===== src/hdl/evg_pkg.sv =====
`timescale 1ns / 1ps
// Shared constants, register codes and inter-module types for the voice activity gate.
package evg_pkg;

   localparam int SAMPLE_W   = 24;
   localparam int THR_W      = 46;
   localparam int WIN_W      = 16;
   localparam int CSR_IDX_W  = 2;

   localparam int PREROLL_DEPTH_DEF = 1024;
   localparam int FRAME_LEN_DEF     = 256;
   localparam int SAMPLE_BITS_DEF   = 24;

   localparam int QUEUE_DEPTH = 8;

   localparam int X2_W       = 47;
   localparam int FRAME_W    = 11;
   localparam int FX2_W      = 57;
   localparam int SUM_W      = 34;
   localparam int MAG_W      = 34;
   localparam int HALF_W     = 17;
   localparam int THR_HALF_W = 23;
   localparam int F2_W       = 21;
   localparam int ACC_W      = 68;
   localparam int MUL_A_W    = THR_HALF_W;
   localparam int MUL_B_W    = F2_W;

   localparam logic [THR_W-1:0] THR_RESET  = THR_W'(1048576);
   localparam logic [WIN_W-1:0] WIN_RESET  = WIN_W'(16000);
   localparam logic             GATE_RESET = 1'b1;

   typedef enum logic [CSR_IDX_W-1:0] {
      CSR_THRESHOLD = 2'd0,
      CSR_WINDOW    = 2'd1,
      CSR_GATE      = 2'd2
   } evg_csr_type;

   typedef struct packed {
      logic [THR_W-1:0] vad_threshold;
      logic [WIN_W-1:0] window_length;
      logic             gate_enable;
   } evg_cfg_type;

   typedef struct packed {
      logic signed [SAMPLE_W-1:0] x;
      logic [FX2_W-1:0]           fx2;
   } evg_item_type;

   typedef struct packed {
      logic                    start;
      logic signed [SUM_W-1:0] sum;
      logic [ACC_W-1:0]        psq;
   } evg_test_req_type;

   typedef struct packed {
      logic busy;
      logic done;
      logic hit;
   } evg_test_rsp_type;

endpackage


===== src/hdl/evg_queue.sv =====
`timescale 1ns / 1ps
// Short register queue that decouples the front pipeline from the back end.
module evg_queue #(
   parameter int DEPTH = evg_pkg::QUEUE_DEPTH
) (
   input  logic                  clock,
   input  logic                  reset,
   input  logic                  push,
   input  evg_pkg::evg_item_type item_in,
   input  logic                  pop,
   output logic                  head_valid,
   output evg_pkg::evg_item_type head_item
);

   localparam int PTR_W = $clog2(DEPTH);
   localparam int CNT_W = $clog2(DEPTH + 1);

   evg_pkg::evg_item_type mem_ff [DEPTH];
   logic [PTR_W-1:0] wr_ptr_ff, wr_ptr_in;
   logic [PTR_W-1:0] rd_ptr_ff, rd_ptr_in;
   logic [CNT_W-1:0] count_ff, count_in;

   function automatic logic [PTR_W-1:0] ptr_inc(input logic [PTR_W-1:0] p);
      return (p == PTR_W'(DEPTH - 1)) ? '0 : p + 1'b1;
   endfunction

   always_comb begin
      wr_ptr_in = push ? ptr_inc(wr_ptr_ff) : wr_ptr_ff;
      rd_ptr_in = pop ? ptr_inc(rd_ptr_ff) : rd_ptr_ff;
      count_in  = count_ff + CNT_W'(push) - CNT_W'(pop);
   end

   always_ff @(posedge clock) begin
      if (reset) begin
         wr_ptr_ff <= '0;
         rd_ptr_ff <= '0;
         count_ff  <= '0;
      end else begin
         wr_ptr_ff <= wr_ptr_in;
         rd_ptr_ff <= rd_ptr_in;
         count_ff  <= count_in;
      end
   end

   always_ff @(posedge clock) begin
      if (push) begin
         mem_ff[wr_ptr_ff] <= item_in;
      end
   end

   assign head_valid = (count_ff != '0);
   assign head_item  = mem_ff[rd_ptr_ff];

endmodule


===== config.mk =====
export PLATFORM = sky130hd
export DESIGN_NAME = evg_queue
export DESIGN_NICKNAME = d
export VERILOG_FILES = /design/src/hdl/evg_pkg.sv /design/src/hdl/evg_queue.sv
export SDC_FILE = /design/constraint.sdc
export NUM_CORES = 1
export LEC_CHECK = 0
export ABC_AREA = 1
export BUFFER_PORTS_ARGS = -buffer_cell sky130_fd_sc_hd__buf_2
export CORE_ASPECT_RATIO = 0.75
export CORE_UTILIZATION = 50
export CTS_CLUSTER_SIZE = 40
export DETAILED_ROUTE_END_ITERATION = 8
export PLACE_DENSITY = 0.74
export SETUP_SLACK_MARGIN = 0.4
export SLEW_MARGIN = 5
export SYNTH_ARGS = -nofsm -noshare
export SYNTH_HDL_FRONTEND = slang
export SYNTH_SLANG_ARGS = --single-unit

===== constraint.sdc =====
create_clock -name clock -period 4.6 [get_ports clock]
set_clock_uncertainty 0.05 [all_clocks]
set_input_delay 0 -clock clock [delete_from_list [all_inputs] [get_ports clock]]
set_output_delay 0 -clock clock [all_outputs]
set_load 0.05 [all_outputs]

==> flow_metrics.py <==
metrics = {
    "route": {
        "drcViolationCount": 0,
        "vias_per_cell": 4.79,
        "drtIter0Drc": 1427,
        "routedWlPerCell_um": 15.9,
        "via_count": 18791,
        "dr.pass1.iters": 5,
        "wirelength_um": 62300,
        "postRouteAntennaNets": 0,
    },
    "synthesis": {
        "yosysWarnings": 0,
        "ys_async_sr_fraction": 0,
        "syn_area_sq_um": 28800,
        "syn_inst": 2882,
        "synthFlopType": "edfxtp_1",
        "synth_cell_types": 20,
        "synth_area_leader_cell": "edfxtp_1",
        "synth_area_leaders": "edfxtp_1 (68%), nand2_1 (14%), inv_1 (8.7%)",
        "yosys-top-cells-count": "nand2_1 (1067), inv_1 (664), edfxtp_1 (648)",
        "synth_top_cell_area_share": 0.677,
        "synth_fp_nets": 2977,
        "syn_area_per_cell_sq_um": 9.98,
        "synth.most_common_cell": "nand2_1",
        "ys_ff_latch": 661,
        "ys_seq_area_frac": 0.686,
        "synth_edf_count": 648,
    },
    "setup_path": {
        "timing.critical_path.cells": "buf_4 -> buf_4 -> nand2_1 -> nand3_1 -> nand2_1 -> nand2_1 -> nand2_1 -> buf_2",
        "arrival_ns": 3.33,
        "crit_path_frequent_cell": "nand2_1",
        "criticalPathCategory": "reg -> out",
        "crit_required_ns": 4.55,
        "critPathSlowestCell": "dfxtp_4",
        "crit_path_max_fanout": 62,
        "critPathLaunchType": "flip-flop",
        "end_kind": "output port",
        "crit_family": "buffers and inverters",
        "cpPeakStageDelay_ns": 0.72,
        "crit_buf_inv": 3,
    },
    "clocking": {
        "clock-sinks": 661,
        "cts.reportedPaths.clkPinSlew_ns": 0.06,
        "cts-root-buf": "clkbuf_16",
        "tritoncts": "yes",
        "clkLatencyLatePin_ns": 0.59,
        "htree_levels": 3,
        "postCtsSetupBuffers": 0,
        "clk_path_buf_depth": 3,
        "cts_buffers": 66,
    },
    "global_route": {
        "grt_max_degree": 191,
        "grt_pass1_wl_um": 97000,
        "grt_pass1_vias": 17861,
        "grt_use_total": 0.215,
        "overflow": 0,
        "antenna_found_initial": 3,
    },
    "die": {
        "dieArea_sq_um": 58500,
        "die_h_um": 210,
        "initial_core_util": 0.510,
        "die_x_um": 279,
        "ios": 167,
        "rows": 75,
        "core_area_sq_um": 56400,
    },
    "finish": {
        "area_delta_synth_final_pct": 15.2,
        "design_area_sq_um": 33100,
        "fin_nets": 3199,
        "layout-drive-gt1-share": 0.0927,
    },
    "sta": {
        "min_period_ns": 3.38,
        "fmax_ghz": 0.296,
        "slew_viol_final": 0,
        "worst-slew-pin-transition_ns": 1.24,
        "relSlewSlack": 0.171,
        "final.period_utilization": 0.735,
        "finalHoldViolations": 0,
        "tns_ns": 0,
        "rsz0062_at_grt": "false",
        "setup-violations-final": 0,
    },
    "status": {
        "outcome": "finished clean",
    },
    "pwr": {
        "p_per_area_nw_per_um2": 411,
        "p_leak_nw": 15.2,
        "irDropWorstVdd_mv": 0.436,
    },
    "placement": {
        "gp_congestion": 0.732,
        "dp_hpwl_um": 31400,
        "dpl_cell_area_sq_um": 30300,
        "port_buffers": 166,
    },
    "worst_hold_path": {
        "hold_path.class": "in -> reg",
    },
    "flow_run": {
        "drv_cap": 0,
    },
}
## power by group
group / leakage (nW) / internal (W) / switching [W]
Sequential: 6.00 / 0.00679 / 0.0000555
Combinational: 8.26 / 0.000450 / 0.00131
Clock: 0.968 / 0.00285 / 0.00215
## logic make-up (layout without fill, tap and decap cells)
logic type / Yosys count / in the layout / share of synthesized area
other: 0 / 2 / 0
AO/OA/AOI/OAI: 9 / 9 / 0.00165
flip-flops: 661 / 661 / 0.686
AND/OR/NAND/NOR: 1411 / 1411 / 0.198
buffers and inverters: 790 / 1059 / 0.109
adder cells (fa/ha/maj): 10 / 10 / 0.00461
XOR/XNOR: 1 / 1 / 0.000305
## state kept, by name (all words and copies together) (netlist names), named ones only
register / flops
count_ff: 4
mem_ff: 648
rd_ptr_ff: 3
wr_ptr_ff: 3
## stage by stage
step / util / total power, W / cells / worst slack (ns) / hold slack (ns)
after CTS: 0.587 / 0.0137 / 3921 / 1.19 / 0.126
final: 0.587 / 0.0136 / 3923 / 1.22 / 0.164
after global placement: 0.537 / 0.00864 / 3721 / 1.87 / 0.214
after detailed placement: 0.537 / 0.00867 / 3721 / 1.83 / 0.214
after global routing: 0.587 / 0.0141 / 3922 / 1.01 / 0.160
after floorplan: - / 0.00818 / 2882 / 0.174 / 0.0191
## routing by layer
| metal | part of all wire | vias up | global-route usage | wire length [um] |
|---|---|---|---|---|
| met5 | 0.00043 | - | 0 | 27 |
| met4 | 0.021 | 4 | 0.0684 | 1300 |
| met3 | 0.059 | 106 | 0.0348 | 3680 |
| met2 | 0.48 | 520 | 0.355 | 29900 |
| met1 | 0.44 | 8774 | 0.294 | 27500 |
| li1 | - | 9387 | - | - |
## worst paths after layout
| kind | start | endpoint | slack, ns | cells after the start |
|---|---|---|---|---|
| worst max-delay path | flip-flop | head_item[23] | 1.22 | 8 |
| worst min-delay path | item_in[7] | mem_ff[3][7] | 0.16 | 2 |
| worst max register to register | wr_ptr_ff[0] | mem_ff[6][44] | 2.15 | 4 |
| worst min register to register | rd_ptr_ff[1] | flip-flop | 0.44 | 2 |
## worst reg2reg max path, cell delays in order (launching register included)
cell and delay [ns]:
dfxtp_1 0.32, inv_1 0.08, nand2_1 0.23, nor2_4 0.84, buf_4 0.55
## area by class of cell
class	count	area, sq um
Fill cell	4524	23300
Sequential cell	661	19700
Multi-Input combinational cell	1431	5960
Inverter	667	2520
Timing Repair Buffer	277	1960
Clock buffer	84	1780
Tap cell	770	963
Clock inverter	31	199
Antenna cell	2	5.00
## timing repair
action	in CTS	in global routing
hold buffers	85	0
resized for setup	0	0
hold endpoints to repair	661	0
## cell usage in the layout, fill, tap and decap left out, drive strengths merged
cell         netlist  layout
dlygate4sd3        0      85
a21oi              6       6
bufinv             0       2
o21ai              2       2
edfxtp           648     648
clkbuf            29      84
clkinv             0      25
nand3            327     327
o21a               1       1
dfxtp             13      13
buf               94     192
nor2              16      16
or2                1       1
ha                 9       9
xnor2              1       1
diode              0       2
fa                 1       1
nand2           1067    1067
inv              667     669
clkinvlp           0       2
Note: power is estimated with default switching activity, not from simulation.
