`src/hdl/evg_pkg.sv`:
```
`timescale 1ns / 1ps
// Shared constants, register codes and inter-module types for the voice activity gate.
package evg_pkg;

   localparam int SAMPLE_W   = 24;
   localparam int THR_W      = 46;
   localparam int WIN_W      = 16;
   localparam int CSR_IDX_W  = 2;

   localparam int PREROLL_DEPTH_DEF = 1024;
   localparam int FRAME_LEN_DEF     = 256;
   localparam int SAMPLE_BITS_DEF   = 24;

   localparam int QUEUE_DEPTH = 8;

   localparam int X2_W       = 47;
   localparam int FRAME_W    = 11;
   localparam int FX2_W      = 57;
   localparam int SUM_W      = 34;
   localparam int MAG_W      = 34;
   localparam int HALF_W     = 17;
   localparam int THR_HALF_W = 23;
   localparam int F2_W       = 21;
   localparam int ACC_W      = 68;
   localparam int MUL_A_W    = THR_HALF_W;
   localparam int MUL_B_W    = F2_W;

   localparam logic [THR_W-1:0] THR_RESET  = THR_W'(1048576);
   localparam logic [WIN_W-1:0] WIN_RESET  = WIN_W'(16000);
   localparam logic             GATE_RESET = 1'b1;

   typedef enum logic [CSR_IDX_W-1:0] {
      CSR_THRESHOLD = 2'd0,
      CSR_WINDOW    = 2'd1,
      CSR_GATE      = 2'd2
   } evg_csr_type;

   typedef struct packed {
      logic [THR_W-1:0] vad_threshold;
      logic [WIN_W-1:0] window_length;
      logic             gate_enable;
   } evg_cfg_type;

   typedef struct packed {
      logic signed [SAMPLE_W-1:0] x;
      logic [FX2_W-1:0]           fx2;
   } evg_item_type;

   typedef struct packed {
      logic                    start;
      logic signed [SUM_W-1:0] sum;
      logic [ACC_W-1:0]        psq;
   } evg_test_req_type;

   typedef struct packed {
      logic busy;
      logic done;
      logic hit;
   } evg_test_rsp_type;

endpackage

```
`src/hdl/evg_onset.sv`:
```
`timescale 1ns / 1ps
// Frame onset test: sequences the variance comparison through one shared multiplier.
module evg_onset #(
   parameter int FRAME_LEN = evg_pkg::FRAME_LEN_DEF
) (
   input  logic                            clock,
   input  logic                            reset,
   input  logic [evg_pkg::THR_W-1:0]       threshold,
   input  evg_pkg::evg_test_req_type       test_req,
   output evg_pkg::evg_test_rsp_type       test_rsp
);

   localparam logic [evg_pkg::F2_W-1:0] F2 = evg_pkg::F2_W'(FRAME_LEN * FRAME_LEN);
   localparam int HW = evg_pkg::HALF_W;
   localparam int TH = evg_pkg::THR_HALF_W;

   typedef enum logic [2:0] {
      ST_IDLE,
      ST_LL,
      ST_HL,
      ST_HH,
      ST_TL,
      ST_TH,
      ST_CMP
   } state_type;

   state_type                      state_ff, state_in;
   logic [evg_pkg::MAG_W-1:0]      mag_ff, mag_in;
   logic [evg_pkg::ACC_W-1:0]      psq_ff, psq_in;
   logic [evg_pkg::THR_W-1:0]      thr_ff, thr_in;
   logic [evg_pkg::ACC_W-1:0]      acc_ff, acc_in;
   logic [evg_pkg::MUL_A_W-1:0]    mul_a;
   logic [evg_pkg::MUL_B_W-1:0]    mul_b;
   logic [evg_pkg::MUL_A_W+evg_pkg::MUL_B_W-1:0] prod;

   assign prod = mul_a * mul_b;

   always_comb begin
      state_in = state_ff;
      mag_in   = mag_ff;
      psq_in   = psq_ff;
      thr_in   = thr_ff;
      acc_in   = acc_ff;
      mul_a    = '0;
      mul_b    = '0;
      case (state_ff)
         ST_IDLE: begin
            if (test_req.start) begin
               mag_in   = test_req.sum[evg_pkg::SUM_W-1]
                        ? (evg_pkg::MAG_W'(0) - evg_pkg::MAG_W'(test_req.sum))
                        : evg_pkg::MAG_W'(test_req.sum);
               psq_in   = test_req.psq;
               thr_in   = threshold;
               acc_in   = '0;
               state_in = ST_LL;
            end
         end
         ST_LL: begin
            mul_a    = evg_pkg::MUL_A_W'(mag_ff[HW-1:0]);
            mul_b    = evg_pkg::MUL_B_W'(mag_ff[HW-1:0]);
            acc_in   = acc_ff + evg_pkg::ACC_W'(prod);
            state_in = ST_HL;
         end
         ST_HL: begin
            mul_a    = evg_pkg::MUL_A_W'(mag_ff[evg_pkg::MAG_W-1:HW]);
            mul_b    = evg_pkg::MUL_B_W'(mag_ff[HW-1:0]);
            acc_in   = acc_ff + (evg_pkg::ACC_W'(prod) << (HW + 1));
            state_in = ST_HH;
         end
         ST_HH: begin
            mul_a    = evg_pkg::MUL_A_W'(mag_ff[evg_pkg::MAG_W-1:HW]);
            mul_b    = evg_pkg::MUL_B_W'(mag_ff[evg_pkg::MAG_W-1:HW]);
            acc_in   = acc_ff + (evg_pkg::ACC_W'(prod) << (2 * HW));
            state_in = ST_TL;
         end
         ST_TL: begin
            mul_a    = thr_ff[TH-1:0];
            mul_b    = F2;
            acc_in   = acc_ff + evg_pkg::ACC_W'(prod);
            state_in = ST_TH;
         end
         ST_TH: begin
            mul_a    = thr_ff[evg_pkg::THR_W-1:TH];
            mul_b    = F2;
            acc_in   = acc_ff + (evg_pkg::ACC_W'(prod) << TH);
            state_in = ST_CMP;
         end
         ST_CMP: begin
            state_in = ST_IDLE;
         end
         default: begin
            state_in = ST_IDLE;
         end
      endcase
   end

   always_ff @(posedge clock) begin
      if (reset) begin
         state_ff <= ST_IDLE;
      end else begin
         state_ff <= state_in;
      end
      mag_ff <= mag_in;
      psq_ff <= psq_in;
      thr_ff <= thr_in;
      acc_ff <= acc_in;
   end

   // A negative variance is clamped to zero, so a zero threshold always fires.
   assign test_rsp.busy = (state_ff != ST_IDLE);
   assign test_rsp.done = (state_ff == ST_CMP);
   assign test_rsp.hit  = (psq_ff >= acc_ff) || (thr_ff == '0);

endmodule

```
`config.mk`:
```
export PLATFORM = sky130hd
export DESIGN_NAME = evg_onset
export DESIGN_NICKNAME = d
export VERILOG_FILES = /design/src/hdl/evg_pkg.sv /design/src/hdl/evg_onset.sv
export SDC_FILE = /design/constraint.sdc
export NUM_CORES = 1
export LEC_CHECK = 0
export ABC_CLOCK_PERIOD_IN_PS = 15870
export BUFFER_PORTS_ARGS = -buffer_cell sky130_fd_sc_hd__clkbuf_2
export CAP_MARGIN = 30
export CORE_MARGIN = 2
export CORE_UTILIZATION = 70
export DETAILED_ROUTE_END_ITERATION = 8
export PLACE_DENSITY_LB_ADDON = 0.2
export RECOVER_POWER = 25
export SYNTH_ARGS = -nofsm -noshare
export SYNTH_HDL_FRONTEND = slang
export SYNTH_SLANG_ARGS = --single-unit
```
`constraint.sdc`:
```
create_clock -name clock -period 15.87 [get_ports clock]
set_input_delay 3.174 -clock clock [delete_from_list [all_inputs] [get_ports clock]]
set_output_delay 3.174 -clock clock [all_outputs]
set_load 0.02 [all_outputs]
```
==> impl_metrics.tcl <==
set metrics [dict create \
    syn_avg_cell_area_um2 8.975 \
    rows 78 \
    portBuffers 153 \
    yosysTopAreaCellShare_pct 20.24 \
    crit_path_max_incr_delay_ns 0.94 \
    fin_area_mm2 0.03488 \
    final_antenna_net_count 0 \
    hold_ws_ns 0.7494 \
    async_flop_share_pct 0 \
    place_ws_ns 3.498 \
    cts_root_buf "clkbuf_16" \
    synth_area_leader_cell "edfxtp_1" \
    path_class "flop to flop" \
    grt-ovfl-total 0 \
    wl_um 113200 \
    grt_pass1_vias 30610 \
    max_freq_mhz 79.47 \
    fin_crit_ns 12.58 \
    violations "design-rule violations" \
    nFillCells 3004 \
    num_vias 29900 \
    cts_hold_buf 0 \
    cp-start-kind "flop" \
    dieArea_mm2 0.04750 \
    worstPathMaxFanout 50 \
    cts_resized 0 \
    setup_violations 0 \
    finalSetupTns_ns 0 \
    antenna_found_initial 6 \
    gr-usage-all-layers_pct 47.12 \
    dieHeight_um 217.9 \
    worstSetupEndpointType "flop" \
    drv_slew 0 \
    max_slew.worst_pin.slew_ns 1.111 \
    syn_inst 3570 \
    max_slew_margin_pct 25.38 \
    core_area_mm2 0.04528 \
    cts-htree-levels 1 \
    yosysWarnings 0 \
    hold_class "flop to flop" \
    insertion_delay_ns 0.61 \
    worstPathArrival_ns 12.94 \
    dr.pass1.iters 9 \
    ys_types 83 \
    cts_sinks 219 \
    cts.path.max_buffers 3 \
    clkTransAtPathRegs_ns 0.08 \
    ios 154 \
    finClkSkew_ns 0.05127 \
    grt_first_pass_wirelength_um 169700 \
    rsz0062_at_grt "false" \
    wl_per_cell_um 25.63 \
    cpLargestDelayFamily "compound AO/OA/AOI/OAI gates" \
    outcome "complete, but fails checks" \
    cts_setup_buffers 0 \
    drv_cap 0 \
    final_hold_viol_count 0 \
    netlist_area_mm2 0.03204 \
    drcViolationCount 3 \
    avgViaCountPerCell 6.770 \
    cts_tree "built" \
    placed_area_mm2 0.03390 \
    path_common_cell "fa_1" \
    cts_buffers 26 \
    critPathSlowestCell "and2_1" \
    grt_max_degree 81 \
    ys.flop_type "edfxtp_1" \
    layout_setup_ws_ns 3.286 \
    crit_required_ns 16.22 \
    synth_edf_count 216 \
    dpl.hpwl_um 87560 \
    timing.critical_path.buf_inv 4 \
    synth_area_leaders "edfxtp_1, fa_1, ha_1" \
    nets 4615 \
    synth_sequential_area_ratio_pct 20.43 \
    synth_seq_cells 219 \
    initial_core_util_pct 70.76 \
    area_growth_pct 8.876 \
    fin_crit_sh_pct 79.29 \
    gp_congestion 1.043 \
    die_w_um 217.9 \
    drive_above_1_share_pct 7.745 \
    drtIter0Drc 3937 \
]
area by class of cell:
class                      count  area [um^2]  area share, %
multi-input combinational   2830        23560          67.54
sequential                   219         6548          18.77
inverter                     508         1907          5.466
timing repair buffer         204         1227          3.519
tap                          600        750.7          2.152
clock buffer                  30        665.6          1.908
clock inverter                18        207.7         0.5954
antenna                        7        17.52        0.05021
synthesized netlist by cell type (32+ instances only):
library cell / instances
nand4_1: 39
nand3_1: 49
edfxtp_1: 216
a21o_1: 139
clkbuf_1: 97
nand2_1: 358
xor2_1: 66
o21ai_0: 144
fa_1: 319
xnor2_1: 162
nor2_1: 245
nor3_1: 47
nand2b_1: 37
inv_1: 508
ha_1: 356
a22oi_1: 46
nor2b_1: 32
a21oi_1: 220
through the flow:
step	instances	util, %
floorplan	3664	-
global placement	4345	74.63
detailed placement	4353	74.87
CTS	4401	76.80
global route	4413	77.02
finish	4416	77.04
layout by cell type (no fill, tap or decap), types with 30 or more instances in the layout:
cell type    n
a21o_1     139
a21oi_1    219
a22oi_1     46
a31oi_1     31
and2_1      31
and3_1      30
buf_4       46
clkbuf_2   146
conb_1      96
edfxtp_1   216
fa_1       319
ha_1       356
inv_1      507
nand2_1    358
nand2b_1    37
nand3_1     49
nand4_1     39
nor2_1     242
nor2b_1     31
nor3_1      47
o21ai_0    144
o21bai_1    31
xnor2_1    162
xor2_1      66
state kept, by name, indices dropped and copies added (netlist names):
signal,cells
thr_ff,46
acc_ff,68
state_ff,3
psq_ff,68
mag_ff,34
worst min-delay path, delay by kind of cell, from the launching register on:
kind / cells / cell delay [ns]
flops: 1 / 0.37
compound gates: 1 / 0.10
simple gates: 1 / 0.23
cell families after synthesis:
kind of cell / Yosys count / synth area share [%]
AND/OR/NAND/NOR: 952 / 13.78
AO/OA/AOI/OAI: 850 / 17.49
adder cells (fa/ha/maj): 675 / 33.83
buffers and inverters: 615 / 7.220
XOR/XNOR: 228 / 6.232
flip-flops: 219 / 20.43
multiplexers: 29 / 0.9880
other: 2 / 0.02344
layer usage:
layer | vias to the layer above | part of all wire (%) | global-route usage [%]
met5 | - | 0.020 | 0
met4 | 4 | 8.0 | 30.57
met3 | 749 | 13 | 14.37
met2 | 2316 | 45 | 74.65
met1 | 14140 | 34 | 55.72
li1 | 12690 | - | -
path summary, 6_finish.rpt:
check / from / endpoint / slack (ns) / cells past startpoint
worst min register to register: state_ff[2]$_SDFFE_PP0P_ / state_ff[2]$_SDFFE_PP0P_ / 0.75 / 2
worst max-delay path: state_ff[0]$_SDFFE_PP0P_ / acc_ff[51]$_DFFE_PP_ / 3.29 / 35
worst max register to register: state_ff[0]$_SDFFE_PP0P_ / acc_ff[51]$_DFFE_PP_ / 3.29 / 35
worst min-delay path: state_ff[2]$_SDFFE_PP0P_ / state_ff[2]$_SDFFE_PP0P_ / 0.75 / 2
Power is left out: the tool's default activity adds up to more than one toggle a clock period on the data nets, which glitch-free logic cannot reach.
