File: src/hdl/evg_pkg.sv
`timescale 1ns / 1ps
// Shared constants, register codes and inter-module types for the voice activity gate.
package evg_pkg;

   localparam int SAMPLE_W   = 24;
   localparam int THR_W      = 46;
   localparam int WIN_W      = 16;
   localparam int CSR_IDX_W  = 2;

   localparam int PREROLL_DEPTH_DEF = 1024;
   localparam int FRAME_LEN_DEF     = 256;
   localparam int SAMPLE_BITS_DEF   = 24;

   localparam int QUEUE_DEPTH = 8;

   localparam int X2_W       = 47;
   localparam int FRAME_W    = 11;
   localparam int FX2_W      = 57;
   localparam int SUM_W      = 34;
   localparam int MAG_W      = 34;
   localparam int HALF_W     = 17;
   localparam int THR_HALF_W = 23;
   localparam int F2_W       = 21;
   localparam int ACC_W      = 68;
   localparam int MUL_A_W    = THR_HALF_W;
   localparam int MUL_B_W    = F2_W;

   localparam logic [THR_W-1:0] THR_RESET  = THR_W'(1048576);
   localparam logic [WIN_W-1:0] WIN_RESET  = WIN_W'(16000);
   localparam logic             GATE_RESET = 1'b1;

   typedef enum logic [CSR_IDX_W-1:0] {
      CSR_THRESHOLD = 2'd0,
      CSR_WINDOW    = 2'd1,
      CSR_GATE      = 2'd2
   } evg_csr_type;

   typedef struct packed {
      logic [THR_W-1:0] vad_threshold;
      logic [WIN_W-1:0] window_length;
      logic             gate_enable;
   } evg_cfg_type;

   typedef struct packed {
      logic signed [SAMPLE_W-1:0] x;
      logic [FX2_W-1:0]           fx2;
   } evg_item_type;

   typedef struct packed {
      logic                    start;
      logic signed [SUM_W-1:0] sum;
      logic [ACC_W-1:0]        psq;
   } evg_test_req_type;

   typedef struct packed {
      logic busy;
      logic done;
      logic hit;
   } evg_test_rsp_type;

endpackage

File: src/hdl/evg_back.sv
`timescale 1ns / 1ps
// Back end: frame accumulation, pre-roll ring control, window counting and the output register.
module evg_back #(
   parameter int PREROLL_DEPTH = evg_pkg::PREROLL_DEPTH_DEF,
   parameter int FRAME_LEN     = evg_pkg::FRAME_LEN_DEF
) (
   input  logic                                clock,
   input  logic                                reset,
   input  evg_pkg::evg_cfg_type                cfg,
   input  logic                                head_valid,
   input  evg_pkg::evg_item_type               head_item,
   output logic                                head_pop,
   output evg_pkg::evg_test_req_type           test_req,
   input  evg_pkg::evg_test_rsp_type           test_rsp,
   output logic                                ram_wr_en,
   output logic [$clog2(PREROLL_DEPTH)-1:0]    ram_wr_addr,
   output logic [evg_pkg::SAMPLE_W-1:0]        ram_wr_data,
   output logic                                ram_rd_en,
   output logic [$clog2(PREROLL_DEPTH)-1:0]    ram_rd_addr,
   input  logic [evg_pkg::SAMPLE_W-1:0]        ram_rd_data,
   output logic                                rsp_valid,
   input  logic                                rsp_ready,
   output logic signed [evg_pkg::SAMPLE_W-1:0] rsp_out_sample,
   output logic                                rsp_window_end
);

   localparam int PTR_W  = $clog2(PREROLL_DEPTH);
   localparam int FILL_W = $clog2(PREROLL_DEPTH + 1);
   localparam int POS_W  = $clog2(FRAME_LEN);

   logic [PTR_W-1:0]  wp_ff, wp_in;
   logic [PTR_W-1:0]  rp_ff, rp_in;
   logic [FILL_W-1:0] fill_ff, fill_in;
   logic [POS_W-1:0]  pos_ff, pos_in;
   logic signed [evg_pkg::SUM_W-1:0] sum_ff, sum_in;
   logic [evg_pkg::ACC_W-1:0]        psq_ff, psq_in;
   logic                             capt_ff, capt_in;
   logic [evg_pkg::WIN_W-1:0]        count_ff, count_in;

   logic                             b_valid_ff, b_valid_in;
   logic                             b_ram_ff, b_ram_in;
   logic signed [evg_pkg::SAMPLE_W-1:0] b_x_ff, b_x_in;
   logic                             b_end_ff, b_end_in;

   logic                             slot_free;
   logic                             listen;
   logic                             take;
   logic                             frame_last;
   logic                             ring_used;
   logic signed [evg_pkg::SUM_W-1:0] sum_next;
   logic [evg_pkg::ACC_W-1:0]        psq_next;
   logic [evg_pkg::WIN_W-1:0]        count_next;
   logic                             win_end;
   logic [FILL_W-1:0]                wp_ext;
   logic [FILL_W-1:0]                start_sel;
   logic [PTR_W-1:0]                 onset_rp;

   function automatic logic [PTR_W-1:0] ptr_inc(input logic [PTR_W-1:0] p);
      return (p == PTR_W'(PREROLL_DEPTH - 1)) ? '0 : p + 1'b1;
   endfunction

   assign slot_free  = !b_valid_ff || rsp_ready;
   assign listen     = !capt_ff && cfg.gate_enable;
   assign take       = head_valid && !test_rsp.busy && (listen || slot_free);
   assign head_pop   = take;
   assign frame_last = (pos_ff == POS_W'(FRAME_LEN - 1));
   assign ring_used  = capt_ff && (fill_ff != '0);
   assign sum_next   = sum_ff + evg_pkg::SUM_W'(head_item.x);
   assign psq_next   = psq_ff + evg_pkg::ACC_W'(head_item.fx2);
   assign count_next = (capt_ff ? count_ff : '0) + 1'b1;
   assign win_end    = (count_next == cfg.window_length);

   // The oldest held sample sits fill entries behind the write pointer.
   assign wp_ext    = FILL_W'(wp_ff);
   assign start_sel = (wp_ext >= fill_ff) ? (wp_ext - fill_ff)
                                          : (wp_ext + FILL_W'(PREROLL_DEPTH) - fill_ff);
   assign onset_rp  = start_sel[PTR_W-1:0];

   always_comb begin
      wp_in       = wp_ff;
      rp_in       = rp_ff;
      fill_in     = fill_ff;
      pos_in      = pos_ff;
      sum_in      = sum_ff;
      psq_in      = psq_ff;
      capt_in     = capt_ff;
      count_in    = count_ff;
      b_valid_in  = b_valid_ff && !rsp_ready;
      b_ram_in    = b_ram_ff;
      b_x_in      = b_x_ff;
      b_end_in    = b_end_ff;
      ram_wr_en   = 1'b0;
      ram_wr_addr = wp_ff;
      ram_wr_data = head_item.x;
      ram_rd_en   = 1'b0;
      ram_rd_addr = rp_ff;
      test_req.start = 1'b0;
      test_req.sum   = sum_next;
      test_req.psq   = psq_next;

      if (test_rsp.done && test_rsp.hit) begin
         capt_in  = 1'b1;
         count_in = '0;
         rp_in    = onset_rp;
      end

      if (take) begin
         if (listen) begin
            ram_wr_en = 1'b1;
            wp_in     = ptr_inc(wp_ff);
            if (fill_ff != FILL_W'(PREROLL_DEPTH)) begin
               fill_in = fill_ff + 1'b1;
            end
            if (frame_last) begin
               test_req.start = 1'b1;
               pos_in = '0;
               sum_in = '0;
               psq_in = '0;
            end else begin
               pos_in = pos_ff + 1'b1;
               sum_in = sum_next;
               psq_in = psq_next;
            end
         end else begin
            pos_in     = '0;
            sum_in     = '0;
            psq_in     = '0;
            b_valid_in = 1'b1;
            b_x_in     = head_item.x;
            b_end_in   = win_end;
            if (ring_used) begin
               ram_rd_en = 1'b1;
               ram_wr_en = 1'b1;
               wp_in     = ptr_inc(wp_ff);
               rp_in     = ptr_inc(rp_ff);
               b_ram_in  = 1'b1;
            end else begin
               wp_in    = '0;
               rp_in    = '0;
               fill_in  = '0;
               b_ram_in = 1'b0;
            end
            if (win_end) begin
               capt_in  = 1'b0;
               count_in = '0;
               wp_in    = '0;
               rp_in    = '0;
               fill_in  = '0;
            end else begin
               capt_in  = 1'b1;
               count_in = count_next;
            end
         end
      end
   end

   always_ff @(posedge clock) begin
      if (reset) begin
         wp_ff      <= '0;
         rp_ff      <= '0;
         fill_ff    <= '0;
         pos_ff     <= '0;
         sum_ff     <= '0;
         psq_ff     <= '0;
         capt_ff    <= 1'b0;
         count_ff   <= '0;
         b_valid_ff <= 1'b0;
      end else begin
         wp_ff      <= wp_in;
         rp_ff      <= rp_in;
         fill_ff    <= fill_in;
         pos_ff     <= pos_in;
         sum_ff     <= sum_in;
         psq_ff     <= psq_in;
         capt_ff    <= capt_in;
         count_ff   <= count_in;
         b_valid_ff <= b_valid_in;
      end
   end

   always_ff @(posedge clock) begin
      b_ram_ff <= b_ram_in;
      b_x_ff   <= b_x_in;
      b_end_ff <= b_end_in;
   end

   assign rsp_valid      = b_valid_ff;
   assign rsp_out_sample = b_ram_ff ? $signed(ram_rd_data) : b_x_ff;
   assign rsp_window_end = b_end_ff;

endmodule

File: config.mk
export PLATFORM = sky130hd
export DESIGN_NAME = evg_back
export DESIGN_NICKNAME = d
export VERILOG_FILES = /design/src/hdl/evg_pkg.sv /design/src/hdl/evg_back.sv
export SDC_FILE = /design/constraint.sdc
export NUM_CORES = 1
export LEC_CHECK = 0
export BUFFER_PORTS_ARGS = -buffer_cell sky130_fd_sc_hd__buf_2
export CORE_MARGIN = 1.5
export CORE_UTILIZATION = 55
export CTS_BUF_LIST = sky130_fd_sc_hd__clkbuf_4 sky130_fd_sc_hd__clkbuf_8 sky130_fd_sc_hd__clkbuf_16
export CTS_CLUSTER_SIZE = 30
export DETAILED_ROUTE_END_ITERATION = 6
export GPL_ROUTABILITY_DRIVEN = 0
export PLACE_DENSITY = 0.88
export SETUP_SLACK_MARGIN = 0.2
export SKIP_LAST_GASP = 1
export SLEW_MARGIN = 10
export SYNTH_ARGS = -nofsm -noshare
export SYNTH_HDL_FRONTEND = slang
export SYNTH_SLANG_ARGS = --single-unit
File: constraint.sdc
create_clock -name clock -period 3.6 [get_ports clock]
set_input_delay 0.18 -clock clock [delete_from_list [all_inputs] [get_ports clock]]
set_output_delay 0.18 -clock clock [all_outputs]
set_load 0.005 [all_outputs]
==> metrics.md <==
| Metric | Value |
|---|---|
| Initial antenna violation count | `1` |
| Tot Pwr | `around 5.4 mW` |
| Total grt overflow | `0` |
| Worst Path Required | `between 3 and 4 ns` |
| I/O Pins | `between 300 and 400` |
| Seq/Total Area, Yosys | `0.292` |
| Synth async-reset ratio | `0` |
| Core box area | `roughly 24000 um2` |
| Setup WS post-layout | `between 0.004 and 0.005 ns` |
| # nets final | `roughly 2300` |
| Main combinational cell family by area after synthesis | `compound AO/OA/AOI/OAI gates` |
| Tcrit/Tclk final | `0.999` |
| Total wire length | `42.7 mm` |
| Initial DRC Count | `between 1000 and 1500` |
| Longest Clk Path Bufs | `2` |
| XOR/XNOR Fraction of Synth Area | `0.0877` |
| Prevailing post-synth register cell | `dfxtp_1` |
| Hold crit path type | `in -> reg` |
| Remaining DRCs | `0` |
| Setup Viol. Count Final | `0` |
| Clock Latency Late Sink | `approximately 0.43 ns` |
| Worst-Margin Slew | `around 1.1 ns` |
| Area Growth Syn to Fin | `26.5%` |
| Net Sw Frac | `0.316` |
| Pre-CTS setup slack | `approximately 0.14 ns` |
| Routed Antenna Nets | `0` |
| Post-synthesis cell count | `approximately 1700` |
| Synth Area per Inst | `8.14 um2` |
| Post-synth cell types | `83` |
| FF+latch count, synth | `between 150 and 200` |
| DRT Pass-1 Iters | `6` |
| CP max stage cell | `a2111o_1` |
| Clk slew on worst S/H paths | `0.08 ns` |
| Dpl cells | `approximately 2200` |
| Net Sw Power | `1.70 mW` |
| Fillers | `1713` |
| Sequential share of power | `0.408` |
| Largest net degree at the start of global routing | `65` |
| Number of synthesized flops with an enable pin | `26` |
| Crit Path Max Fanout | `3` |
| Complex-gate fraction of the synthesized area | `0.256` |
| CP endpoint kind | `output pin` |
| Max_cap viols | `0` |
| Die H | `160 um` |
| Fin crit period | `about 3.6 ns` |
| P_leak | `7.57 nW` |
| Share of cells above drive strength 1 | `0.287` |
| Dpl hpwl | `about 29 mm` |
| Total Routing Usage GR | `0.303` |
| Synth Area in Adders | `0.101` |
| Syn Std Cell Area | `roughly 14000 um2` |
| CP Data Arrival Time | `about 3.4 ns` |
| Startpoint types | `register` |
| CTS tree | `yes` |
| Pwr Density | `313 nW/um2` |
| Number of global-route vias before repair | `between 10000 and 15000` |
| CTS buffer count | `17` |
| Fin area | `around 17000 um2` |
| Die Wd | `160 um` |
| PortBufs | `between 300 and 400` |
| Placed Instance Area | `15200 um2` |
| RSZ-0062 raised after global routing | `yes` |
| First-pass GRT wire length | `roughly 64 mm` |
| Max-slew headroom | `0.250` |
| Int Power | `~3.7 mW` |
| Final hold violations | `0` |
| Commonest non-fill, non-tap cell in the layout | `buf_2` |
| Cells along the critical path | `ha_4, inv_2, fa_2, nor2b_2, o21a_1, o21ai_2, a2111o_1, a21oi_4, a21oi_2, or3_4, and2_1, xnor2_2, buf_2` |
| Slowest cell delay on critical path | `0.48 ns` |
| Post-synthesis mux area share | `0.0229` |
| Post-DR wirelength/cell | `18.4 um` |
| Commonest cells after routing, fill and taps aside | `buf_2, dfxtp_1, nor2_1` |
| Yosys Warn Count | `0` |
| Outcome | `complete, no violations` |
| Max VDD drop | `0.226 mV` |
| Row Count | `57` |
| Vias after detailed routing | `between 10000 and 15000` |
| Clock sinks | `between 150 and 200` |
| Clock Power Share | `0.362` |
| Root buf cell | `clkbuf_16` |
| Vias per inst | `between 6 and 7` |
| Achievable frequency | `about 280 MHz` |
| Slew Viols, Final | `0` |
| Fin cells | `roughly 2300` |
| H-tree Lvls | `4` |
| Simple-Gate Fraction of Synth Area | `0.188` |
| Initial core utilization | `0.560` |
| Fin Clk Skew | `around 0.014 ns` |
| Logic pwr share | `0.229` |
| Setup tns final | `0 ns` |
| Die ar. | `~26000 um2` |
| Post-Syn Nets | `roughly 2000` |
| Setup CP Type | `reg -> out` |
==> state kept, by name, indices dropped and copies added, names as in the netlist <==
signal / cells
count_ff: 16
ram_wr_addr: 10
fill_ff: 11
b_x_ff: 24
pos_ff: 8
psq_ff: 68
b_ram_ff: 1
sum_ff: 34
capt_ff: 1
rsp_window_end: 1
rsp_valid: 1
ram_rd_addr: 10
==> cells in the mapped netlist, types with 26 or more instances <==
| library cell | n | area, um2 |
|---|---|---|
| xor2_1 | 50 | 438 |
| o21ai_0 | 59 | 295 |
| a21oi_1 | 144 | 721 |
| nor2_1 | 159 | 597 |
| a22oi_1 | 46 | 345 |
| clkbuf_1 | 76 | 285 |
| a21o_1 | 59 | 443 |
| dfxtp_1 | 159 | 3180 |
| edfxtp_1 | 26 | 781 |
| nand4_1 | 29 | 181 |
| xnor2_1 | 84 | 736 |
| buf_4 | 26 | 195 |
| nand2_1 | 146 | 548 |
| nand3_1 | 47 | 235 |
| inv_1 | 48 | 180 |
| ha_1 | 105 | 1310 |
| o21ai_1 | 36 | 180 |
| a22o_1 | 43 | 377 |
==> cells by family (layout without fill, tap and decap cells) <==
group | count (synthesis) | in the layout
AND/OR/NAND/NOR | 529 | 530
AO/OA/AOI/OAI | 522 | 523
flip-flops | 185 | 185
buffers and inverters | 160 | 483
XOR/XNOR | 135 | 135
adder cells (fa/ha/maj) | 108 | 108
multiplexers | 28 | 28
other | 0 | 1
==> worst max-delay path, delay by kind of cell, from the launching register on <==
family / cells / cell delay, ns
flops: 1 / 0.36
compound gates: 5 / 1.06
xor+xnor: 1 / 0.19
buf+inv: 2 / 0.19
fa+ha+maj: 2 / 0.49
simple gates: 3 / 0.71
==> cell type report <==
type / instances / area (um2) / area share
multi-input cells: 1324 / 9650 / 0.562
flip-flops and latches: 185 / 3970 / 0.232
repair buffers: 400 / 2340 / 0.137
clock buffers: 18 / 433 / 0.0252
well taps: 324 / 405 / 0.0236
inverters: 51 / 191 / 0.0112
clock inverters: 14 / 161 / 0.00941
diodes: 1 / 2.50 / 0.000146
==> path summary, 6_finish.rpt <==
path / slack [ns] / startpoint / to / cells past startpoint
setup / recovery: 0.004 / psq_ff[0] / test_req[46] / 13
hold / removal: 0.12 / rsp_ready / rsp_valid / 3
setup reg to reg: 0.30 / psq_ff[0] / psq_ff[66] / 18
hold reg to reg: 0.47 / sum_ff[2] / sum_ff[2] / 2
==> power groups by stage <==
| stage | clock, mW | sequential (mW) | combinational (mW) |
|---|---|---|---|
| 2_1_floorplan | 0 | 2.23 | 0.681 |
| 3_3_place_gp | 0 | 2.23 | 1.05 |
| 3_5_place_dp | 0 | 2.24 | 1.08 |
| 4_1_cts | 1.95 | 2.19 | 1.14 |
| 5_1_grt | 2.04 | 2.20 | 1.33 |
| 6_report | 1.95 | 2.19 | 1.23 |
==> metrics by stage <==
step,hold slack [ns],util
6_report,0.120,0.708
5_1_grt,0.142,0.708
4_1_cts,0.00360,0.682
3_5_place_dp,0.391,0.628
3_3_place_gp,0.391,0.628
2_1_floorplan,0.279,-
==> timing repair <==
item | in CTS | in global routing
endpoints found under the hold margin | 22 | 1
buffers inserted | 27 | 23
gates cloned | 0 | 2
endpoints found under the setup margin | 48 | 76
pin swaps | 47 | 60
gates resized for setup | 62 | 87
hold buffers | 22 | 1
==> layer usage <==
metal | GRT usage | vias to the layer above | wire length, um
met4 | 0.168 | 0 | 1890
met2 | 0.541 | 770 | 21100
met5 | 0 | - | 0
li1 | - | 6700 | -
met3 | 0.0431 | 153 | 3130
met1 | 0.349 | 6821 | 16600
Note: power is estimated with default switching activity, not from simulation.
