[src/hdl/evg_pkg.sv]
`timescale 1ns / 1ps
// Shared constants, register codes and inter-module types for the voice activity gate.
package evg_pkg;

   localparam int SAMPLE_W   = 24;
   localparam int THR_W      = 46;
   localparam int WIN_W      = 16;
   localparam int CSR_IDX_W  = 2;

   localparam int PREROLL_DEPTH_DEF = 1024;
   localparam int FRAME_LEN_DEF     = 256;
   localparam int SAMPLE_BITS_DEF   = 24;

   localparam int QUEUE_DEPTH = 8;

   localparam int X2_W       = 47;
   localparam int FRAME_W    = 11;
   localparam int FX2_W      = 57;
   localparam int SUM_W      = 34;
   localparam int MAG_W      = 34;
   localparam int HALF_W     = 17;
   localparam int THR_HALF_W = 23;
   localparam int F2_W       = 21;
   localparam int ACC_W      = 68;
   localparam int MUL_A_W    = THR_HALF_W;
   localparam int MUL_B_W    = F2_W;

   localparam logic [THR_W-1:0] THR_RESET  = THR_W'(1048576);
   localparam logic [WIN_W-1:0] WIN_RESET  = WIN_W'(16000);
   localparam logic             GATE_RESET = 1'b1;

   typedef enum logic [CSR_IDX_W-1:0] {
      CSR_THRESHOLD = 2'd0,
      CSR_WINDOW    = 2'd1,
      CSR_GATE      = 2'd2
   } evg_csr_type;

   typedef struct packed {
      logic [THR_W-1:0] vad_threshold;
      logic [WIN_W-1:0] window_length;
      logic             gate_enable;
   } evg_cfg_type;

   typedef struct packed {
      logic signed [SAMPLE_W-1:0] x;
      logic [FX2_W-1:0]           fx2;
   } evg_item_type;

   typedef struct packed {
      logic                    start;
      logic signed [SUM_W-1:0] sum;
      logic [ACC_W-1:0]        psq;
   } evg_test_req_type;

   typedef struct packed {
      logic busy;
      logic done;
      logic hit;
   } evg_test_rsp_type;

endpackage

[src/hdl/evg_front.sv]
`timescale 1ns / 1ps
// Front end: accepts samples, sign-extends them and forms the scaled square for the frame sums.
module evg_front #(
   parameter int SAMPLE_BITS = evg_pkg::SAMPLE_BITS_DEF,
   parameter int FRAME_LEN   = evg_pkg::FRAME_LEN_DEF,
   parameter int QUEUE_DEPTH = evg_pkg::QUEUE_DEPTH
) (
   input  logic                                clock,
   input  logic                                reset,
   input  logic                                req_valid,
   output logic                                req_ready,
   input  logic signed [evg_pkg::SAMPLE_W-1:0] req_in_sample,
   input  logic                                pop,
   output logic                                push,
   output evg_pkg::evg_item_type               item
);

   localparam int SHIFT = evg_pkg::SAMPLE_W - SAMPLE_BITS;
   localparam int OCC_W = $clog2(QUEUE_DEPTH + 1);
   localparam logic [evg_pkg::FRAME_W-1:0] FRAME_K = evg_pkg::FRAME_W'(FRAME_LEN);

   logic                                accept;
   logic signed [evg_pkg::SAMPLE_W-1:0] shifted;
   logic signed [evg_pkg::SAMPLE_W-1:0] x_ext;
   logic signed [2*evg_pkg::SAMPLE_W-1:0] sq_full;
   logic [evg_pkg::X2_W+evg_pkg::FRAME_W-1:0] fx2_full;

   logic [OCC_W-1:0] occ_ff, occ_in;
   logic s1_valid_ff, s2_valid_ff, s3_valid_ff;
   logic signed [evg_pkg::SAMPLE_W-1:0] s1_x_ff, s2_x_ff, s3_x_ff;
   logic [evg_pkg::X2_W-1:0]            s2_sq_ff;
   logic [evg_pkg::FX2_W-1:0]           s3_fx2_ff;

   assign req_ready = (occ_ff < OCC_W'(QUEUE_DEPTH));
   assign accept    = req_valid && req_ready;
   assign shifted   = req_in_sample <<< SHIFT;
   assign x_ext     = shifted >>> SHIFT;
   assign sq_full   = s1_x_ff * s1_x_ff;
   assign fx2_full  = s2_sq_ff * FRAME_K;
   assign occ_in    = occ_ff + OCC_W'(accept) - OCC_W'(pop);

   always_ff @(posedge clock) begin
      if (reset) begin
         occ_ff      <= '0;
         s1_valid_ff <= 1'b0;
         s2_valid_ff <= 1'b0;
         s3_valid_ff <= 1'b0;
      end else begin
         occ_ff      <= occ_in;
         s1_valid_ff <= accept;
         s2_valid_ff <= s1_valid_ff;
         s3_valid_ff <= s2_valid_ff;
      end
   end

   always_ff @(posedge clock) begin
      s1_x_ff   <= x_ext;
      s2_x_ff   <= s1_x_ff;
      s2_sq_ff  <= sq_full[evg_pkg::X2_W-1:0];
      s3_x_ff   <= s2_x_ff;
      s3_fx2_ff <= fx2_full[evg_pkg::FX2_W-1:0];
   end

   assign push     = s3_valid_ff;
   assign item.x   = s3_x_ff;
   assign item.fx2 = s3_fx2_ff;

endmodule

[config.mk]
export PLATFORM = sky130hd
export DESIGN_NAME = evg_front
export DESIGN_NICKNAME = d
export VERILOG_FILES = /design/src/hdl/evg_pkg.sv /design/src/hdl/evg_front.sv
export SDC_FILE = /design/constraint.sdc
export NUM_CORES = 1
export LEC_CHECK = 0
export BUFFER_PORTS_ARGS = -buffer_cell sky130_fd_sc_hd__buf_2
export CELL_PAD_IN_SITES_DETAIL_PLACEMENT = 1
export CELL_PAD_IN_SITES_GLOBAL_PLACEMENT = 1
export CORE_ASPECT_RATIO = 1.25
export CORE_UTILIZATION = 40
export CTS_BUF_LIST = sky130_fd_sc_hd__clkbuf_4 sky130_fd_sc_hd__clkbuf_8
export DETAILED_ROUTE_END_ITERATION = 8
export PLACE_DENSITY_LB_ADDON = 0.1
export SLEW_MARGIN = 25
export SYNTH_ARGS = -nofsm -noshare
export SYNTH_HDL_FRONTEND = slang
export SYNTH_SLANG_ARGS = --single-unit
export TNS_END_PERCENT = 30
[constraint.sdc]
create_clock -name clock -period 8.03 [get_ports clock]
set_input_delay 0.803 -clock clock [delete_from_list [all_inputs] [get_ports clock]]
set_output_delay 0.803 -clock clock [all_outputs]
set_load 0.03 [all_outputs]
==> out/results.tsv, run 1 <==
metric	value	unit
library cells used by synthesis	57	
max-cap violations	0	
drt pass-1 iters	4	
Worst-Margin Slew	0.8465	ns
unrepaired setup endpoints after global routing	false	
total track usage	0.2397	
dpl hpwl	54640	um
gr busiest metal	met2	
Avg Inst Size Synth	10.15	um^2
CTS tree	yes	
FP Rows	96	
R2R Path Start	s1_x_ff[13]$_DFF_P_	
Ys Warns	0	
Clock Sinks	169	
min-delay src	req_in_sample[12]	
Die W	214.3	um
Final Setup Violations	0	
CP peak stage delay	0.65	ns
CTS Buf Count	17	
nature of the critical path startpoint	flop	
vias in the first global route	18080	
Die ar.	57270	um^2
port bufs	99	
first-pass GRT wire length	101100	um
FF+latch count, synth	169	
clock-pin slew on the worst setup and hold paths	0.14	ns
critical path arrival	8.11	ns
setup TNS	0	ns
Req. time, crit path	8.53	ns
Root Buffer	clkbuf_8	
Slew HR	0.4323	
Mapped Cells	2219	
total grt overflow	0	
Bufs on Longest Clock Path	2	
pin count of the biggest net entering global routing	23	
Total Nets Final	3076	
Post-CTS Setup Repair Bufs	0	
Post-synth EDFFs	0	
sequential cell area fraction in the yosys report	0.1502	
Initial DRC Count	422	
ANT nets after route	0	
Largest delay share family, worst path	adder cells	
initial antenna violation count	1	
fmax	131.4	MHz
Tcrit/Tclk final	0.9477	
DRC Markers	0	
Synth Flop Type	dfxtp_1	
CTS H-tree depth	4	
latest clock arrival within the worst-skew pair	0.61	ns
Routed WL	62040	um
Die H	267.3	um
Core Region	55250	um^2
drt via density	4.705	
cell mode on critical path	fa_1	
CP bufs+invs	6	
max-slew violations	0	
status	finished, final reports clean	
Area contributors post-synth	fa_1 (49%), dfxtp_1 (15%), inv_1 (11%), ha_1 (8.3%), nand2_1 (3.2%)	
share of post-route cells with drive strength above 1	0.09433	
IO Count	111	
most common cell in the netlist	inv_1	
clk_skew	0.03528	ns
CP Cell Sequence	buf_4 -> nand2_1 -> fa_1 -> fa_1 -> inv_1 -> fa_1 -> fa_1 -> fa_1 -> fa_1 -> inv_1 -> fa_1 -> inv_1 -> ha_1 -> nand4_1 -> nor4_1 -> nand3_1 -> a211oi_1 -> buf_4 -> o21ai_1 -> o2111ai_1 -> buf_4 -> a21oi_1 -> xnor2_1	
asr flop ratio synth	0	
grt met1 use	0.2347	
RePlAce Congestion	0.8503	
Initial Util	0.4077	
Synth area leader	fa_1	
grt met2 use	0.4935	
Layout area overhead	9.682	%
CP endpoint kind	flop	
worst hold path class	in -> reg	
DR vias	14590	
slowest CP cell	dfxtp_1	
GRT met3 Usage	0.03021	
fin crit period	7.610	ns
synthesized area	22530	um^2
Fin. Hold Viols	0	
WL/cell	20.01	um
Post-synth top cells	inv_1 (677), fa_1 (548), nand2_1 (190), dfxtp_1 (169), ha_1 (149)	
crit path launch	s1_x_ff[13]$_DFF_P_	
CP Max Fanout	18	
Setup CP Type	reg -> reg	
Synth top area share	0.4870	
-- state kept, by name, indices dropped and copies added, names as in the netlist --
signal and count:
s3_fx2_ff 45, push 1, s1_valid_ff 1, s3_x_ff 24, s1_x_ff 24, s2_sq_ff 46, s2_valid_ff 1, s2_x_ff 23
occ_ff 4
-- metrics by stage --
step | area (um^2) | util | hold WS (ns) | instances | setup WS (ns)
2_1_floorplan | 22560 | - | 0.3096 | 2229 | 1.060
3_3_place_gp | 24250 | 0.4388 | 0.3104 | 3067 | 0.3503
3_5_place_dp | 24250 | 0.4388 | 0.3135 | 3067 | 0.2624
4_1_cts | 24690 | 0.4469 | 0.2317 | 3099 | 0.2691
5_1_grt | 24710 | 0.4471 | 0.2391 | 3100 | 0.009471
6_report | 24710 | 0.4471 | 0.2845 | 3100 | 0.4201
-- worst reg2reg max path: stages, from the launching register on --
cell and delay [ns]:
dfxtp_1 0.65, buf_4 0.39, nand2_1 0.16, fa_1 0.53, fa_1 0.56, inv_1 0.06, fa_1 0.56, fa_1 0.53
fa_1 0.42, fa_1 0.51, inv_1 0.05, fa_1 0.47, inv_1 0.04, ha_1 0.43, nand4_1 0.20, nor4_1 0.46
nand3_1 0.33, a211oi_1 0.34, buf_4 0.17, o21ai_1 0.11, o2111ai_1 0.23, buf_4 0.14, a21oi_1 0.07, xnor2_1 0.14
-- layout make-up --
cell class	count	area (um^2)
fillers	6311	30550
multi-input cells	1311	16330
flip-flops and latches	169	3385
inverters	677	2541
repair buffers	175	1079
well taps	735	919.6
clock buffers	17	234.0
clock inverters	15	215.2
diodes	1	2.502
-- layout by cell type (no fill, tap or decap), types with 38 or more instances in the layout --
| cell | instances |
|---|---|
| dfxtp_1 | 168 |
| and2_1 | 99 |
| inv_1 | 677 |
| a21oi_1 | 41 |
| buf_4 | 75 |
| xnor2_1 | 46 |
| fa_1 | 548 |
| buf_2 | 99 |
| ha_1 | 149 |
| nor2_1 | 38 |
| nand2_1 | 190 |
-- metal layers --
| metal | vias up | part of all wire | wire length, um |
|---|---|---|---|
| met2 | 159 | 0.60 | 37140 |
| met4 | 0 | 0.041 | 2535 |
| met5 | - | 0 | 0 |
| met3 | 101 | 0.017 | 1044 |
| met1 | 7749 | 0.34 | 21310 |
| li1 | 6576 | - | - |
-- timing repair --
action	CTS	global route
hold buffers	0	0
resized for setup	0	2
endpoints found under the setup margin	0	4
hold endpoints to repair	0	0
-- path summary, 6_finish.rpt --
kind / end / slack [ns] / depth (start not counted)
worst max register to register: s2_sq_ff[46]$_DFF_P_ / 0.42 / 23
worst min register to register: s3_fx2_ff[30]$_DFF_P_ / 0.33 / 0
worst min-delay path: s1_x_ff[12]$_DFF_P_ / 0.28 / 1
worst max-delay path: s2_sq_ff[46]$_DFF_P_ / 0.42 / 23
-- cells by family (layout without fill, tap and decap cells) --
group | count (synthesis) | after routing | synth area share
AOI/OAI and AO/OA | 138 | 138 | 0.04144
and+or+nand+nor | 394 | 394 | 0.08365
muxes | 2 | 2 | 0.0008888
xor gates and xnor gates | 69 | 69 | 0.02683
adders and majority gates | 697 | 697 | 0.5698
other | 1 | 12 | 0.0001665
buffers and inverters | 749 | 884 | 0.1270
DFF | 169 | 169 | 0.1502
Power of run 1 is not shown: default switching activity piles up to over one toggle a cycle in this logic, so the estimate is an artifact.
==> run 2, diff against run 1 <==
--- a/config.mk
+++ b/config.mk
@@ -9,7 +9,7 @@
 export CELL_PAD_IN_SITES_DETAIL_PLACEMENT = 1
 export CELL_PAD_IN_SITES_GLOBAL_PLACEMENT = 1
 export CORE_ASPECT_RATIO = 1.25
-export CORE_UTILIZATION = 40
+export CORE_UTILIZATION = 25
 export CTS_BUF_LIST = sky130_fd_sc_hd__clkbuf_4 sky130_fd_sc_hd__clkbuf_8
 export DETAILED_ROUTE_END_ITERATION = 8
 export PLACE_DENSITY_LB_ADDON = 0.1
==> constraint.sdc (replaced) <==
create_clock -name clock -period 6.2 [get_ports clock]
set_input_delay 0.62 -clock clock [delete_from_list [all_inputs] [get_ports clock]]
set_output_delay 0.62 -clock clock [all_outputs]
set_load 0.03 [all_outputs]
==> out/results.tsv, run 2 (same netlist as run 1, synthesis figures left out) <==
metric	value	unit	change
Initial DRC Count	311		was 422
Tcrit/Tclk final	1.106		was 0.9477
slowest CP cell	a2111o_1		was dfxtp_1
drt pass-1 iters	4		unchanged
port bufs	99		unchanged
commonest non-fill, non-tap cell in the layout	inv_1		unchanged
worst slack, placed	-1.222	ns	was 0.2624 ns
Die ar.	91310	um^2	was 57270 um^2
Routed WL	72170	um	was 62040 um
worst hold path class	in -> reg		unchanged
share of post-route cells with drive strength above 1	0.2591		was 0.09433
Total Nets Final	3418		was 3076
placed insts	3822		was 3067
violated checks	setup timing		
CP peak stage delay	0.59	ns	was 0.65 ns
unrepaired setup endpoints after global routing	true		was false
commonest cells after routing, fill and taps aside	inv_1 (659), fa_1 (534), buf_4 (381), nand2_1 (178), dfxtp_1 (146)		was inv_1 (677), fa_1 (548), nand2_1 (190), dfxtp_1 (168), ha_1 (149)
FP Rows	122		was 96
CP endpoint kind	flop		unchanged
Initial Util	0.2535		was 0.4077
Root Buffer	clkbuf_8		unchanged
Layout area overhead	27.95	%	was 9.682%
DRC Markers	0		unchanged
non-filler cells, final	3885		was 3100
fmax	145.9	MHz	was 131.4 MHz
clock-pin slew on the worst setup and hold paths	0.13	ns	was 0.14 ns
Die H	337.6	um	was 267.3 um
fillers	10160		was 6311
CTS H-tree depth	4		unchanged
Clock Sinks	169		unchanged
r2r worst-path depth	25		was 23
WHS Path Cells	1		unchanged
Hold WS	0.1318	ns	was 0.2845 ns
first-pass GRT wire length	113700	um	was 101100 um
max reg flops	46		unchanged
dpl hpwl	63970	um	was 54640 um
latest clock arrival within the worst-skew pair	0.59	ns	was 0.61 ns
DR vias	15630		was 14590
status	finished with violations		was finished, final reports clean
vias in the first global route	19700		was 18080
CTS Buf Count	17		unchanged
RePlAce Congestion	0.7823		was 0.8503
initial antenna violation count	2		was 1
max-slew violations	0		unchanged
Fin. Hold Viols	0		unchanged
total grt overflow	0		unchanged
pin count of the biggest net entering global routing	29		was 23
setup ws final	-0.6561	ns	was 0.4201 ns
nature of the critical path startpoint	flop		unchanged
most flop-heavy register	s2_sq_ff		unchanged
clk_skew	0.02658	ns	was 0.03528 ns
max-cap violations	0		unchanged
ANT nets after route	0		unchanged
CP Max Fanout	7		was 18
cell mode on critical path	fa_1		unchanged
final instance area	28820	um^2	was 24710 um^2
top flop regs	s2_sq_ff x46, s3_fx2_ff x45		unchanged
Core Region	88840	um^2	was 55250 um^2
fin crit period	6.856	ns	was 7.610 ns
Bufs on Longest Clock Path	2		unchanged
critical path arrival	7.32	ns	was 8.11 ns
cell area after placement	27540	um^2	was 24250 um^2
Die W	270.5	um	was 214.3 um
drt via density	4.022		was 4.705
Setup CP Type	reg -> reg		unchanged
WL/cell	18.58	um	was 20.01 um
CTS tree	yes		unchanged
Req. time, crit path	6.66	ns	was 8.53 ns
total track usage	0.1695		was 0.2397
Final Setup Violations	25		was 0
IO Count	111		unchanged
run 2: area by class of cell:
| class | count | area (um^2) | share of cell area |
|---|---|---|---|
| antenna | 1 | 2.502 | 0.00008682 |
| timing repair buffer | 517 | 3969 | 0.1377 |
| clock buffer | 17 | 234.0 | 0.008118 |
| inverter | 677 | 2547 | 0.08839 |
| sequential | 169 | 3455 | 0.1199 |
| multi-input combinational | 1311 | 16960 | 0.5883 |
| clock inverter | 15 | 185.2 | 0.006425 |
| tap | 1178 | 1474 | 0.05114 |
run 2: per-layer routing:
metal  GRT usage  share of wire  up-vias
met2      0.3608           0.61      132
met4     0.06022          0.029        0
met1      0.1628           0.35     8165
met5           0              0        -
li1            -              -     7268
met3     0.01861          0.015       60
run 2: path summary, 6_finish.rpt:
check / startpoint / end / slack, ns
worst max register to register: s1_x_ff[1]$_DFF_P_ / s2_sq_ff[43]$_DFF_P_ / -0.66
worst max-delay path: s1_x_ff[1]$_DFF_P_ / s2_sq_ff[43]$_DFF_P_ / -0.66
worst min register to register: s2_sq_ff[42]$_DFF_P_ / s3_fx2_ff[50]$_DFF_P_ / 0.33
worst min-delay path: req_in_sample[15] / s1_x_ff[15]$_DFF_P_ / 0.13
run 2: metrics by stage:
step                      utilization  TNS, ns
after floorplan                     -  -0.4487
after global placement         0.3100   -20.85
after detailed placement       0.3100   -20.82
after CTS                      0.3213   -10.29
after global routing           0.3244   -16.33
final                          0.3244   -9.671
run 2: critical path: cells and delay by family, from the launching register on:
kind / cells / cell delay, ns
AO/OA/AOI/OAI: 5 / 1.35
AND/OR/NAND/NOR: 4 / 0.57
XOR/XNOR: 1 / 0.15
adder cells (fa/ha/maj): 8 / 3.77
buffers and inverters: 7 / 0.51
flip-flops: 1 / 0.39
run 2: repair_timing:
action / 4_1_cts / 5_1_grt
pin swaps: 36 / 16
buffers inserted: 13 / 16
hold buffers: 0 / 0
resized for setup: 96 / 40
cloned: 0 / 1
setup endpoints to repair: 29 / 29
Power of run 2 is left out for the same reason.
==> run 3, diff against run 2 <==
--- a/config.mk
+++ b/config.mk
@@ -5,6 +5,7 @@
 export SDC_FILE = /design/constraint.sdc
 export NUM_CORES = 1
 export LEC_CHECK = 0
+export ABC_AREA = 1
 export BUFFER_PORTS_ARGS = -buffer_cell sky130_fd_sc_hd__buf_2
 export CELL_PAD_IN_SITES_DETAIL_PLACEMENT = 1
 export CELL_PAD_IN_SITES_GLOBAL_PLACEMENT = 1
==> out/results.tsv, run 3 <==
metric	value	unit	change
Req. time, crit path	6.72	ns	was 6.66 ns
Setup CP Type	reg -> reg		unchanged
max reg flops	46		unchanged
non-filler cells, final	4413		was 3885
sequential cell area fraction in the yosys report	0.1409		was 0.1502
critical path arrival	6.64	ns	was 7.32 ns
port bufs	99		unchanged
vias in the first global route	21130		was 19700
Post-synth top cells	inv_1 (931), nand2_1 (645), fa_1 (548), dfxtp_1 (169), ha_1 (149)		was inv_1 (677), fa_1 (548), nand2_1 (190), dfxtp_1 (169), ha_1 (149)
commonest cells after routing, fill and taps aside	inv_1 (909), nand2_1 (586), fa_1 (535), buf_4 (207), dfxtp_1 (156)		was inv_1 (659), fa_1 (534), buf_4 (381), nand2_1 (178), dfxtp_1 (146)
Clock Sinks	169		unchanged
Initial Util	0.2534		was 0.2535
total track usage	0.1699		was 0.1695
Die ar.	97280	um^2	was 91310 um^2
Ys Warns	0		unchanged
CP endpoint kind	flop		unchanged
Multi-input gate area	17750	um^2	was 16960 um^2
RePlAce Congestion	0.7971		was 0.7823
max-slew violations	0		unchanged
nature of the critical path startpoint	flop		unchanged
drt via density	3.992		was 4.022
first-pass GRT wire length	122700	um	was 113700 um
WL/cell	17.46	um	was 18.58 um
worst hold path class	in -> reg		unchanged
setup ws final	0.07551	ns	was -0.6561 ns
DRC Markers	0		unchanged
Avg Inst Size Synth	8.571	um^2	was 10.15 um^2
Die H	348.5	um	was 337.6 um
FF+latch count, synth	169		unchanged
Mapped Cells	2801		was 2219
most common cell in the netlist	inv_1		unchanged
Bufs on Longest Clock Path	2		unchanged
unrepaired setup endpoints after global routing	true		unchanged
fin crit period	6.124	ns	was 6.856 ns
latest clock arrival within the worst-skew pair	0.63	ns	was 0.59 ns
DR vias	17620		was 15630
CP Max Fanout	8		was 7
Hold WS	0.1068	ns	was 0.1318 ns
register area	3407	um^2	was 3455 um^2
CTS tree	yes		unchanged
Post-synth EDFFs	0		unchanged
initial antenna violation count	3		was 2
clk_skew	0.04037	ns	was 0.02658 ns
pin count of the biggest net entering global routing	24		was 29
Core Region	94750	um^2	was 88840 um^2
Synth area leader	fa_1		unchanged
Final Setup Violations	0		was 25
synthesized area	24010	um^2	was 22530 um^2
Worst-Margin Slew	0.6555	ns	
fmax	163.3	MHz	was 145.9 MHz
status	finished, final reports clean		was finished with violations
final core utilization	0.3130		was 0.3244
placed insts	4345		was 3822
dpl hpwl	67830	um	was 63970 um
asr flop ratio synth	0		unchanged
Die W	279.2	um	was 270.5 um
share of post-route cells with drive strength above 1	0.1935		was 0.2591
Routed WL	77040	um	was 72170 um
max-cap violations	0		unchanged
FP Rows	126		was 122
ANT nets after route	0		unchanged
worst slack, placed	-0.4910	ns	was -1.222 ns
commonest non-fill, non-tap cell in the layout	inv_1		unchanged
Total Nets Final	3843		was 3418
Area contributors post-synth	fa_1 (46%), inv_1 (15%), dfxtp_1 (14%), nand2_1 (10%), ha_1 (7.8%)		was fa_1 (49%), dfxtp_1 (15%), inv_1 (11%), ha_1 (8.3%), nand2_1 (3.2%)
Tcrit/Tclk final	0.9878		was 1.106
CTS Buf Count	17		unchanged
Fin. Hold Viols	0		unchanged
Layout area overhead	23.54	%	was 27.95%
top flop regs	s2_sq_ff x46, s3_fx2_ff x45		unchanged
CTS H-tree depth	4		unchanged
Synth Flop Type	dfxtp_1		unchanged
clock-pin slew on the worst setup and hold paths	0.14	ns	was 0.13 ns
Slew HR	0.5630		
total grt overflow	0		unchanged
most flop-heavy register	s2_sq_ff		unchanged
Initial DRC Count	526		was 311
fillers	11090		was 10160
drt pass-1 iters	4		unchanged
IO Count	111		unchanged
Synth top area share	0.4570		was 0.4870
library cells used by synthesis	33		was 57
Root Buffer	clkbuf_8		unchanged
[run 3: final timing paths]
check,start,cells past startpoint,slack [ns],to
max,s1_x_ff[23]$_DFF_P_,24,0.08,s2_sq_ff[41]$_DFF_P_
min,req_in_sample[6],1,0.11,s1_x_ff[6]$_DFF_P_
max reg2reg,s1_x_ff[23]$_DFF_P_,24,0.08,s2_sq_ff[41]$_DFF_P_
min reg2reg,s2_x_ff[15]$_DFF_P_,0,0.32,s3_x_ff[15]$_DFF_P_
[run 3: metrics by stage]
stage	setup TNS, ns	area [um^2]
after global placement	-11.26	27900
after global routing	-2.659	29650
final	0	29660
after detailed placement	-10.92	27900
after floorplan	0	24050
after CTS	-0.02074	28880
[run 3: final cells by class]
| type | instances | area share |
|---|---|---|
| Multi-Input combinational cell | 1641 | 0.5985 |
| Timing Repair Buffer | 358 | 0.09935 |
| Tap cell | 1280 | 0.05400 |
| Clock inverter | 15 | 0.007088 |
| Sequential cell | 169 | 0.1149 |
| Antenna cell | 2 | 0.0001688 |
| Clock buffer | 17 | 0.007889 |
| Inverter | 931 | 0.1181 |
[run 3: cell families (layout without fill, tap and decap cells)]
logic type               count (synthesis)  after routing  share of synthesized area
AND/OR/NAND/NOR                        844            844                     0.1393
buffers and inverters                 1001           1321                     0.1584
AO/OA/AOI/OAI                           48             48                    0.01167
other                                    1             13                  0.0001562
adder cells (fa/ha/maj)                697            697                     0.5346
XOR/XNOR                                41             41                    0.01496
flip-flops                             169            169                     0.1409
[run 3: critical path: stages, from the launching register on]
cell and delay, ns:
dfxtp_2 0.36, buf_12 0.12, buf_8 0.11, clkinvlp_4 0.12, buf_12 0.15, or2_2 0.28
fa_1 0.49, inv_1 0.06, fa_1 0.51, fa_1 0.54, fa_1 0.50, inv_1 0.05
fa_1 0.47, inv_1 0.05, fa_1 0.50, fa_1 0.54, ha_4 0.32, nand2_1 0.08
nor2_2 0.12, buf_4 0.12, nand2_1 0.08, nor2_2 0.16, nand3_1 0.12, nand4_1 0.11
nand2_1 0.05
[run 3: per-layer routing]
metal | up-vias | track usage | routed length (um)
li1 | 8345 | - | -
met1 | 9057 | 0.1947 | 30820
met2 | 153 | 0.3291 | 43320
met3 | 62 | 0.01707 | 1278
met4 | 0 | 0.04642 | 1616
met5 | - | 0 | 0
[run 3: timing repair]
action,4_1_cts,5_1_grt
buffers inserted,11,16
hold endpoints to repair,6,0
gates resized for setup,92,167
gates cloned,0,1
pin swaps,24,53
hold buffers,6,0
setup endpoints to repair,33,32
Power of run 3 is left out for the same reason.
